### config.mk
export PLATFORM = sky130hd
export DESIGN_NAME = bta_ctrl
export DESIGN_NICKNAME = d
export VERILOG_FILES = /design/src/sv/bta_pkg.sv /design/src/sv/bta_ctrl.sv
export SDC_FILE = /design/constraint.sdc
export NUM_CORES = 1
export LEC_CHECK = 0
export ABC_AREA = 1
export BUFFER_PORTS_ARGS = -buffer_cell sky130_fd_sc_hd__buf_2
export CAP_MARGIN = 20
export CORE_MARGIN = 2
export CORE_UTILIZATION = 25
export DETAILED_ROUTE_END_ITERATION = 16
export PLACE_DENSITY = 0.41
export SYNTH_ARGS = -nofsm -noshare
export SYNTH_HDL_FRONTEND = slang
export SYNTH_SLANG_ARGS = --single-unit
### constraint.sdc
create_clock -name clk -period 1.5 [get_ports clk]
set_input_delay 0.075 -clock clk [delete_from_list [all_inputs] [get_ports clk]]
set_output_delay 0.075 -clock clk [all_outputs]
set_load 0.03 [all_outputs]
### src/sv/bta_pkg.sv
// Package for the boundary-tag heap allocator: constants, codes, types and init table.
`timescale 1ns / 1ps
package bta_pkg;

    localparam int HEAP_WORDS_DEF = 4096;
    localparam int INIT_CHUNK     = 1 << 8;
    localparam int ALIGN_BYTES    = 8;
    localparam int ALIGN_MASK     = 'h7;
    localparam int ALLOC_BIT      = 'h01;

    localparam int REQ_W   = 14;
    localparam int ADDR_W  = 12;
    localparam int GROW_W  = 13;
    localparam int STAT_W  = 2;
    localparam int INIT_N  = 6;

    typedef enum logic [STAT_W-1:0] {
        ST_OK      = 2'd0,
        ST_NOMEM   = 2'd1,
        ST_IGNORED = 2'd2
    } status_t;

    typedef enum logic [0:0] {
        FN_ALLOC = 1'b0,
        FN_FREE  = 1'b1
    } func_t;

    typedef enum logic [4:0] {
        S_INIT, S_IDLE,
        S_A_RD, S_A_CHK, S_G_CHK, S_G_W1, S_G_W2,
        S_P_DEC, S_PS_HDR, S_PS_FTR, S_PS_NEXT, S_PS_HDR2, S_PS_FTR2,
        S_PN_HDR, S_PN_FTR,
        S_F_RD, S_F_CHK, S_F_HDR, S_F_FTR, S_F_RDP, S_F_CHKP,
        S_F_HDR2, S_F_FTR2, S_F_RDN, S_F_CHKN, S_F_HDR3, S_F_FTR3
    } state_t;

    typedef enum logic [4:0] {
        DP_NOP,
        DP_INIT,
        DP_LOAD,
        DP_RD_CUR,
        DP_STEP,
        DP_FOUND,
        DP_GROW_W1,
        DP_GROW_W2,
        DP_SPLIT_PREP,
        DP_SET_DATA,
        DP_WR_HDR_A,
        DP_WR_FTR_A,
        DP_WR_HDR_F,
        DP_WR_FTR_F,
        DP_NEXT_BLK,
        DP_RD_PREV,
        DP_MERGE_PREV,
        DP_RD_NEXT,
        DP_MERGE_NEXT
    } dp_cmd_t;

    typedef struct packed {
        logic init_last;
        logic in_free;
        logic in_bad;
        logic cur_in;
        logic q_size_zero;
        logic q_used;
        logic q_fits;
        logic cur_gt_hdr;
        logic cur_eq_hdr;
        logic grow_fail;
        logic split;
        logic next_in;
    } dp_status_t;

    // Initial heap: prologue, one free block spanning the first chunk, epilogue.
    function automatic logic [8:0] init_addr(input logic [2:0] idx);
        logic [8:0] a;
        begin
            unique case (idx)
                3'd0:    a = 9'd0;
                3'd1:    a = 9'd1;
                3'd2:    a = 9'd2;
                3'd3:    a = 9'(INIT_CHUNK - 3);
                3'd4:    a = 9'(INIT_CHUNK - 2);
                3'd5:    a = 9'(INIT_CHUNK - 1);
                default: a = 9'd0;
            endcase
            return a;
        end
    endfunction

    function automatic logic [9:0] init_tag(input logic [2:0] idx);
        logic [9:0] t;
        begin
            unique case (idx)
                3'd2, 3'd3: t = 10'((INIT_CHUNK - 6) << 1);
                default:    t = 10'(ALLOC_BIT);
            endcase
            return t;
        end
    endfunction

endpackage

### src/sv/bta_ctrl.sv
// Controller of the heap allocator: sequences scans, growth, placement and merges.
`timescale 1ns / 1ps
module bta_ctrl (
    input  logic                         clk,
    input  logic                         rst_n,
    input  logic                         start,
    input  bta_pkg::dp_status_t          st,
    output bta_pkg::dp_cmd_t             cmd,
    output logic                         busy,
    output logic                         done,
    output logic [bta_pkg::STAT_W-1:0]   status
);

    bta_pkg::state_t  state_reg, state_next;
    logic             done_reg, done_next;
    bta_pkg::status_t status_reg, status_next;

    always_ff @(posedge clk or negedge rst_n)
    begin
        if (!rst_n)
        begin
            state_reg  <= bta_pkg::S_INIT;
            done_reg   <= 1'b0;
            status_reg <= bta_pkg::ST_OK;
        end
        else
        begin
            state_reg  <= state_next;
            done_reg   <= done_next;
            status_reg <= status_next;
        end
    end

    always_comb
    begin
        state_next  = state_reg;
        cmd         = bta_pkg::DP_NOP;
        done_next   = 1'b0;
        status_next = status_reg;
        unique case (state_reg)
            bta_pkg::S_INIT:
            begin
                cmd = bta_pkg::DP_INIT;
                if (st.init_last)
                begin
                    state_next = bta_pkg::S_IDLE;
                end
            end
            bta_pkg::S_IDLE:
            begin
                if (start)
                begin
                    cmd = bta_pkg::DP_LOAD;
                    if (st.in_bad)
                    begin
                        done_next   = 1'b1;
                        status_next = bta_pkg::ST_IGNORED;
                    end
                    else if (st.in_free)
                    begin
                        state_next = bta_pkg::S_F_RD;
                    end
                    else
                    begin
                        state_next = bta_pkg::S_A_RD;
                    end
                end
            end
            bta_pkg::S_A_RD:
            begin
                if (st.cur_in)
                begin
                    cmd        = bta_pkg::DP_RD_CUR;
                    state_next = bta_pkg::S_A_CHK;
                end
                else
                begin
                    state_next = bta_pkg::S_G_CHK;
                end
            end
            bta_pkg::S_A_CHK:
            begin
                if (st.q_size_zero)
                begin
                    state_next = bta_pkg::S_G_CHK;
                end
                else if (!st.q_used && st.q_fits)
                begin
                    cmd        = bta_pkg::DP_FOUND;
                    state_next = bta_pkg::S_P_DEC;
                end
                else
                begin
                    cmd        = bta_pkg::DP_STEP;
                    state_next = bta_pkg::S_A_RD;
                end
            end
            bta_pkg::S_G_CHK:
            begin
                if (st.grow_fail)
                begin
                    done_next   = 1'b1;
                    status_next = bta_pkg::ST_NOMEM;
                    state_next  = bta_pkg::S_IDLE;
                end
                else
                begin
                    state_next = bta_pkg::S_G_W1;
                end
            end
            bta_pkg::S_G_W1:
            begin
                cmd        = bta_pkg::DP_GROW_W1;
                state_next = bta_pkg::S_G_W2;
            end
            bta_pkg::S_G_W2:
            begin
                cmd        = bta_pkg::DP_GROW_W2;
                state_next = bta_pkg::S_P_DEC;
            end
            bta_pkg::S_P_DEC:
            begin
                if (st.split)
                begin
                    cmd        = bta_pkg::DP_SPLIT_PREP;
                    state_next = bta_pkg::S_PS_HDR;
                end
                else
                begin
                    cmd        = bta_pkg::DP_SET_DATA;
                    state_next = bta_pkg::S_PN_HDR;
                end
            end
            bta_pkg::S_PS_HDR:
            begin
                cmd        = bta_pkg::DP_WR_HDR_A;
                state_next = bta_pkg::S_PS_FTR;
            end
            bta_pkg::S_PS_FTR:
            begin
                cmd        = bta_pkg::DP_WR_FTR_A;
                state_next = bta_pkg::S_PS_NEXT;
            end
            bta_pkg::S_PS_NEXT:
            begin
                cmd        = bta_pkg::DP_NEXT_BLK;
                state_next = bta_pkg::S_PS_HDR2;
            end
            bta_pkg::S_PS_HDR2:
            begin
                cmd        = bta_pkg::DP_WR_HDR_F;
                state_next = bta_pkg::S_PS_FTR2;
            end
            bta_pkg::S_PS_FTR2:
            begin
                cmd         = bta_pkg::DP_WR_FTR_F;
                done_next   = 1'b1;
                status_next = bta_pkg::ST_OK;
                state_next  = bta_pkg::S_IDLE;
            end
            bta_pkg::S_PN_HDR:
            begin
                cmd        = bta_pkg::DP_WR_HDR_A;
                state_next = bta_pkg::S_PN_FTR;
            end
            bta_pkg::S_PN_FTR:
            begin
                cmd         = bta_pkg::DP_WR_FTR_A;
                done_next   = 1'b1;
                status_next = bta_pkg::ST_OK;
                state_next  = bta_pkg::S_IDLE;
            end
            bta_pkg::S_F_RD:
            begin
                if (st.cur_in)
                begin
                    cmd        = bta_pkg::DP_RD_CUR;
                    state_next = bta_pkg::S_F_CHK;
                end
                else
                begin
                    done_next   = 1'b1;
                    status_next = bta_pkg::ST_IGNORED;
                    state_next  = bta_pkg::S_IDLE;
                end
            end
            bta_pkg::S_F_CHK:
            begin
                if (st.q_size_zero || st.cur_gt_hdr || (st.cur_eq_hdr && !st.q_used))
                begin
                    done_next   = 1'b1;
                    status_next = bta_pkg::ST_IGNORED;
                    state_next  = bta_pkg::S_IDLE;
                end
                else if (st.cur_eq_hdr)
                begin
                    cmd        = bta_pkg::DP_FOUND;
                    state_next = bta_pkg::S_F_HDR;
                end
                else
                begin
                    cmd        = bta_pkg::DP_STEP;
                    state_next = bta_pkg::S_F_RD;
                end
            end
            bta_pkg::S_F_HDR:
            begin
                cmd        = bta_pkg::DP_WR_HDR_F;
                state_next = bta_pkg::S_F_FTR;
            end
            bta_pkg::S_F_FTR:
            begin
                cmd        = bta_pkg::DP_WR_FTR_F;
                state_next = bta_pkg::S_F_RDP;
            end
            bta_pkg::S_F_RDP:
            begin
                cmd        = bta_pkg::DP_RD_PREV;
                state_next = bta_pkg::S_F_CHKP;
            end
            bta_pkg::S_F_CHKP:
            begin
                if (!st.q_used)
                begin
                    cmd        = bta_pkg::DP_MERGE_PREV;
                    state_next = bta_pkg::S_F_HDR2;
                end
                else
                begin
                    state_next = bta_pkg::S_F_RDN;
                end
            end
            bta_pkg::S_F_HDR2:
            begin
                cmd        = bta_pkg::DP_WR_HDR_F;
                state_next = bta_pkg::S_F_FTR2;
            end
            bta_pkg::S_F_FTR2:
            begin
                cmd        = bta_pkg::DP_WR_FTR_F;
                state_next = bta_pkg::S_F_RDN;
            end
            bta_pkg::S_F_RDN:
            begin
                if (st.next_in)
                begin
                    cmd        = bta_pkg::DP_RD_NEXT;
                    state_next = bta_pkg::S_F_CHKN;
                end
                else
                begin
                    done_next   = 1'b1;
                    status_next = bta_pkg::ST_OK;
                    state_next  = bta_pkg::S_IDLE;
                end
            end
            bta_pkg::S_F_CHKN:
            begin
                if (!st.q_used)
                begin
                    cmd        = bta_pkg::DP_MERGE_NEXT;
                    state_next = bta_pkg::S_F_HDR3;
                end
                else
                begin
                    done_next   = 1'b1;
                    status_next = bta_pkg::ST_OK;
                    state_next  = bta_pkg::S_IDLE;
                end
            end
            bta_pkg::S_F_HDR3:
            begin
                cmd        = bta_pkg::DP_WR_HDR_F;
                state_next = bta_pkg::S_F_FTR3;
            end
            bta_pkg::S_F_FTR3:
            begin
                cmd         = bta_pkg::DP_WR_FTR_F;
                done_next   = 1'b1;
                status_next = bta_pkg::ST_OK;
                state_next  = bta_pkg::S_IDLE;
            end
            default:
            begin
                state_next = bta_pkg::S_IDLE;
            end
        endcase
    end

    assign busy   = (state_reg != bta_pkg::S_IDLE);
    assign done   = done_reg;
    assign status = status_reg;

endmodule

Word-level counts from Yosys, hierarchy flattened. Index checks and enable logic that the tools add are counted.

Logic and storage cells: 97. Output and inout bits: 9. Register bits after elaboration: 8. Input port bits: 15.

Eq/ne operators: 36. Muxes and demuxes: 43. Reduce and logical (&&, ||, !) cells: 15.

Operators by type and width (number): $pmux 5 s24 (1); $pmux 5 s17 (1); $eq 5x5->1 const B (11); $mux 5 (11); $eq 5x4->1 const B (8); $mux 3 (7); $eq 5x3->1 const B (4); $mux 2 (10); $ne 2x2->1 const B (9); $pmux 2 s7 (1); $eq 5x2->1 const B (2); $mux 1 (10); $reduce_and 8->1 (1); $reduce_or 4->1 (2); $pmux 1 s7 (1); $reduce_bool 7->1 (1); $reduce_or 2->1 (3); $eq 5x1->1 const B (1); $logic_not 5->1 (1); $ne 5x1->1 const B (1); $mux 4 (1); $reduce_and 3->1 (1); $reduce_or 3->1 (1); $logic_and 1x1->1 (2); 2 further kinds (3).

Longest topological paths before layout. Gate-level depths: netlist of run 1.

Depth after elaboration: 5. Gate-level depth with buffers: 11. Depth with buffers taken out: 10.

Least setup slack after synthesis of run 1. No wires, ideal clock.

Kind: flip-flop to output port. Start: reg state_reg[3]. End: out cmd[3]. Arrival time: 1.447 ns. Path buffers: 1. Path slack: -0.022 ns. Stages on the path, launching flop included: 8. Required time: 1.425 ns. Path through: dfrtp_1 > buf_4 > inv_1 > nor2_4 > nand3_1 > nand2_1 > nor3_1 > nand4_1.

Longest elaborated chain between the ends: 3. Elaborated cells on any way between the ends: 32.

RTL lines: start, declared (line bta_ctrl.sv:14) `bta_pkg::state_t state_reg, state_next;`; start signal, assigned (line bta_ctrl.sv:22) `state_reg <= bta_pkg::S_INIT;`; start signal, assigned (line bta_ctrl.sv:28) `state_reg <= state_next;`; $eq 5x5->1 (tied with other cells) (line bta_ctrl.sv:40) `unique case (state_reg)`; $reduce_or 4->1 (no source line) / $reduce_or 2->1 (equally long branches); $pmux 5 s17 (*) (line bta_ctrl.sv:40); end, declared (line bta_ctrl.sv:8) `output bta_pkg::dp_cmd_t cmd,`.

Every way passes the cells marked *; elsewhere a longest branch is shown, timed or not.

Worst setup path after layout of run 1.
Start: reg state_reg[2]. End: out cmd[3].

Same word-level chain as after synthesis.

==> metrics.yaml, run 1 <==
cts:
  cts_buffers: 3
  cts_root_buf: "clkbuf_8"
  clk_path_buf_depth: 2
  cts_tree: "done"
  clock_sinks: 8
  clkTransAtPathRegs_ps: 40
  htreeDepth: 1
  clk_latency_ps: 220
sta:
  rsz0062_at_grt: "yes"
  hold_viol: 0
  fin_skew_ps: 0.2809
  setup_ws_ps: -308.0
  drv_slew: 0
  tightest_slew_ps: 369.7
  setup_viol: 13
  layout_min_cycle_time_ps: 1808
  period_share: 1.205
  relSlewSlack: 0.7512
  max_freq_mhz: 553.1
power:
  total_power_mw: 3.494
  worst_ir_drop_vdd_mv: 0.8002
  p_per_area_nw_per_um2: 1636
  leakage_nw: 1.137
synth:
  synth_top_family_by_area: "simple AND/OR/NAND/NOR gates"
  synthXorXnorAreaFrac: 0
  syn_area_per_cell_um2: 5.886
  synthCells: 196
  yosys_warnings: 0
  synthAdderAreaFrac: 0
  synth.distinct_cells: 25
  synthMuxAreaShare: 0
  synth-seq-cells: 8
  synthesis.nets: 211
  synth_area_um2: 1154
  ys_seq_area_frac: 0.1735
  synth_compound_area_frac: 0.05857
  yosys.area_share.simple: 0.6377
route:
  vias: 1615
  firstDrtPassIters: 4
  vias_per_cell: 4.969
  antenna_left: 0
  drtIter0Drc: 62
  routed_wl_um: 4792
  routedWlPerCell_um: 14.74
  drc_errors: 0
worst_hold_path:
  hold_start: "st[11]"
  hold_class: "in2reg"
  holdPathEnd: "state_reg[0]"
  whs_path_depth: 3
worst_setup_path:
  worstSetupPathType: "reg2out"
  crit_path_top_delay_cell: "dfrtp_2"
  path_buf_inv: 3
  cp-start-kind: "register"
  ff2ff_setup_slack_ps: -200
  r2r_end: "state_reg[2]"
  path_common_cell: "buf_6"
  max_stage_delay_ps: 460
  cp.arrival_ps: 1730
  cp_data_required_time_ps: 1420
  reg2reg_depth: 10
  cp_top_family: "simple AND/OR/NAND/NOR gates"
  crit_chain: "buf_6 > nor2_4 > inv_1 > nor2_1 > nor3_2 > nand4_1 > buf_6"
  crit_fanout: 5
  rr_startpoint: "state_reg[0]"
  cp-end-kind: "output port"
layout:
  regArea_um2: 205.2
  nNetsFinal: 290
  diodes: 0
  stdcell_count: 325
  area.growth.synth_to_final_pct: 85.14
  multi_input_area_um2: 1055
  n_fill_cell: 453
  drive_gt1_frac: 0.5714
  largest_reg_flops: 5
global_route:
  grtUsageTotal: 0.1835
  grtUsageMet2: 0.3230
  grt.busiest_layer: "met2"
  antenna_found_initial: 0
  grt_pass1_vias: 1539
  grt_first_pass_wirelength_um: 7300
  grt_overflow_total: 0
  met3_usage: 0.02639
  grt_start_max_net_pins: 9
  use_met1: 0.2283
die:
  die-area_um2: 5174
  ios: 24
  die_w_um: 71.93
  initial_core_util: 0.2613
  rows: 24
  core_area_um2: 4414
  die_h_um: 71.93
place:
  dp_cells: 304
  place.gp.congestion: 0.8633
  hpwl_um: 3572
  port-buffer-count: 23
job:
  max_cap_viol_count: 0
outcome:
  status: "complete, but fails checks"
  failed_checks: "negative setup slack"
==> what timing repair did <==
item | CTS | global route
setup buffers | 7 | 11
endpoints found under the setup margin | 14 | 14
hold buffers | 1 | 0
pin swaps | 10 | 30
hold endpoints to repair | 8 | 0
resized for setup | 44 | 52
==> cell usage after synthesis <==
master    instances  share of area
nor3b_1           1         0.0065
nor3_4            1          0.014
nor3_1            5          0.022
o211ai_1          4          0.026
nor4_1            1         0.0054
buf_4             3          0.020
nor2_1           32           0.10
nor2_2            5          0.027
nor2_8            2          0.035
inv_2             2         0.0065
buf_6             2          0.020
nand2_2           4          0.022
inv_1            23          0.075
o21a_1            1         0.0065
nand3_1          32           0.14
nand4_1          11          0.060
nand2_4           1         0.0098
dfrtp_1           8           0.17
a21oi_1           3          0.013
nand2_1          45           0.15
buf_2             1         0.0043
o21ai_0           3          0.013
inv_4             1         0.0054
nor3_2            1         0.0087
nor2_4            4          0.039
==> where the power goes <==
part / switching, mW / internal [mW]
logic: 1.60 / 1.23
clock network: 0.0822 / 0.174
registers: 0.107 / 0.305
==> cells in the final DEF, fill, tap and decap left out, drive strengths merged <==
cell type,Yosys,final
dfrtp,8,8
nor3b,1,1
nor2,43,43
a21oi,3,3
nor4,1,1
nand3,32,32
o211ai,4,4
inv,26,26
nand4,11,11
o21a,1,1
buf,6,79
nand2,50,50
clkbuf,0,3
nor3,7,7
o21ai,3,3
dlygate4sd3,0,1
==> tightest hold or removal path, delay by kind of cell <==
kind,cells,cell delay [ps]
AND/OR/NAND/NOR,2,140
buffers and inverters,1,80
==> metal layers <==
layer	routed length [um]	share of wire
met5	0	0
met4	155	0.032
met3	178	0.037
met2	2457	0.51
met1	2001	0.42
==> cell families after synthesis <==
group,after synthesis
buf+inv,32
simple gates,145
flops,8
compound gates,11
==> how the worst max path moves through the flow <==
| stage | from | slack, ps | endpoint | depth (start not counted) |
|---|---|---|---|---|
| detailed placement | state_reg[0] | -190 | cmd[0] | 9 |
| floorplan | state_reg[1] | 20 | cmd[3] | 7 |
| CTS | state_reg[0] | -250 | cmd[1] | 9 |
| finish | state_reg[2] | -310 | cmd[3] | 7 |
| global route | state_reg[2] | -360 | cmd[3] | 7 |
| global placement | state_reg[0] | -250 | cmd[0] | 9 |
==> stage by stage <==
stage	TNS (ps)	utilization	setup WS [ps]	cell area, um^2	hold slack, ps
4_1_cts	-1341	0.4141	-249.2	1828	131.1
3_5_place_dp	-1171	0.3583	-187.7	1582	-68.76
6_report	-1866	0.4838	-308.0	2136	116.1
3_3_place_gp	-1617	0.3583	-254.7	1582	-71.60
5_1_grt	-2947	0.4838	-363.1	2136	124.4
2_1_floorplan	0	-	20.45	1159	-220.6
==> area by class of cell <==
type	instances	area share
clock buffers	3	0.01933
inverters	26	0.04921
multi-input cells	156	0.4938
flip-flops and latches	8	0.09608
well taps	52	0.03046
repair buffers	80	0.3111
Note: power is estimated with default switching activity, not from simulation.
==> run 2, diff against run 1 <==
--- a/config.mk
+++ b/config.mk
@@ -11,6 +11,7 @@
 export CORE_MARGIN = 2
 export CORE_UTILIZATION = 25
 export DETAILED_ROUTE_END_ITERATION = 16
+export HOLD_SLACK_MARGIN = 0.03
 export PLACE_DENSITY = 0.41
 export SYNTH_ARGS = -nofsm -noshare
 export SYNTH_HDL_FRONTEND = slang
==> constraint.sdc (replaced) <==
create_clock -name clk -period 1.6 [get_ports clk]
set_input_delay 0.08 -clock clk [delete_from_list [all_inputs] [get_ports clk]]
set_output_delay 0.08 -clock clk [all_outputs]
set_load 0.03 [all_outputs]
==> metrics.yaml, run 2 (same netlist as run 1, synthesis figures left out) <==
outcome:
  status: "complete, but fails checks"
  failed_checks: "negative setup slack"
worst_setup_path:
  crit_path_top_delay_cell: "dfrtp_2"
  crit_fanout: 6
  cp-start-kind: "register"
  cp.arrival_ps: 1670
  worstSetupPathType: "reg2out"
  cp-end-kind: "output port"
  cp_top_family: "simple AND/OR/NAND/NOR gates"
  crit_chain: "buf_4 > nor2_4 > nand2_2 > nor2_4 > nand2_2 > nor2_2 > nor3_2 > nand3_1 > buf_6"
  max_stage_delay_ps: 440
  cp_data_required_time_ps: 1520
  path_buf_inv: 2
layout:
  n_fill_cell: 471
  layout_commonest_cell: "nand2_1"
  area.growth.synth_to_final_pct: 67.79
  diodes: 0
  final_cell_mix: "37 x nand2_1, 34 x buf_4, 22 x nand3_1, 22 x nor2_1, 18 x buf_2"
  regArea_um2: 205.2
  drive_gt1_frac: 0.5172
  multi_input_area_um2: 973.4
  largest_reg_flops: 5
  nNetsFinal: 278
route:
  drtIter0Drc: 109
  vias: 1544
  routedWlPerCell_um: 14.06
  antenna_left: 0
  routed_wl_um: 4400
  drc_errors: 0
  vias_per_cell: 4.933
  firstDrtPassIters: 4
global_route:
  antenna_found_initial: 0
  grt_first_pass_wirelength_um: 7210
  grt_start_max_net_pins: 16
  grt_overflow_total: 0
  grt_pass1_vias: 1528
  grtUsageTotal: 0.1772
die:
  die-area_um2: 5174
  die_w_um: 71.93
  core_area_um2: 4414
  die_h_um: 71.93
  rows: 24
  initial_core_util: 0.2613
  ios: 24
cts:
  htreeDepth: 1
  cts_tree: "done"
  clk_latency_ps: 230
  clock_sinks: 8
  cts_root_buf: "clkbuf_8"
  cts_buffers: 3
  clk_path_buf_depth: 2
  clkTransAtPathRegs_ps: 40
sta:
  timing.hold.ws_ps: 124.3
  fin_skew_ps: 7.145
  rsz0062_at_grt: "yes"
  setup_viol: 9
  tightest_slew_ps: 298.1
  layout_min_cycle_time_ps: 1753
  relSlewSlack: 0.7991
  drv_slew: 0
  period_share: 1.095
  max_freq_mhz: 570.6
  hold_viol: 0
  setup_ws_ps: -152.6
job:
  max_cap_viol_count: 0
place:
  dp_worst_setup_slack_ps: -116.0
  port-buffer-count: 23
  hpwl_um: 3548
  place.gp.congestion: 0.8567
power:
  p_per_area_nw_per_um2: 1575
  leakage_nw: 1.045
  total_power_mw: 3.049
  worst_ir_drop_vdd_mv: 0.6949
worst_hold_path:
  hold_class: "in2reg"
-- run 2: where the power goes --
group,switching [mW],internal [mW]
Combinational,1.40,1.02
Sequential,0.111,0.286
Clock,0.0759,0.163
-- run 2: per-layer routing --
metal,global-route usage,routed length [um]
met3,0.03056,225
met1,0.2380,1931
met2,0.3004,2163
met5,0,0
met4,0.03564,79
-- run 2: stage by stage --
stage,std cells,util,area (um^2),setup TNS (ps)
after floorplan,196,-,1154,0
after global placement,298,0.3498,1544,-567.6
after detailed placement,298,0.3498,1544,-552.7
after CTS,308,0.4087,1804,-605.8
after global routing,313,0.4385,1936,-1878
final,313,0.4385,1936,-787.0
-- run 2: final timing paths --
| path | start | end | slack [ps] | cells after the start |
|---|---|---|---|---|
| worst min register to register | status[0] | status[0] | 500 | 2 |
| worst min-delay path | st[11] | state_reg[0] | 120 | 3 |
| worst max register to register | state_reg[2] | status[1] | -50 | 11 |
| max in group asynchronous | rst_n | state_reg[2] | 1180 | 2 |
| min in group asynchronous | rst_n | state_reg[4] | 220 | 2 |
| worst max-delay path | state_reg[1] | cmd[0] | -150 | 9 |
-- run 2: area by class of cell --
type | instances | area share
Inverter | 26 | 0.05171
Timing Repair Buffer | 68 | 0.2844
Multi-Input combinational cell | 156 | 0.5029
Tap cell | 52 | 0.03361
Clock buffer | 3 | 0.02133
Sequential cell | 8 | 0.1060
-- run 2: worst reg2reg max path, delay by kind of cell (launching register included) --
kind          cells  cell delay [ps]
flops             1              470
simple gates      7              610
buf+inv           4              490
-- run 2: repair_timing --
| action | CTS | global route |
|---|---|---|
| pin swaps | 13 | 19 |
| buffers inserted | 6 | 6 |
| endpoints found under the hold margin | 8 | 0 |
| setup endpoints to repair | 11 | 12 |
| resized for setup | 50 | 22 |
| hold buffers | 1 | 0 |
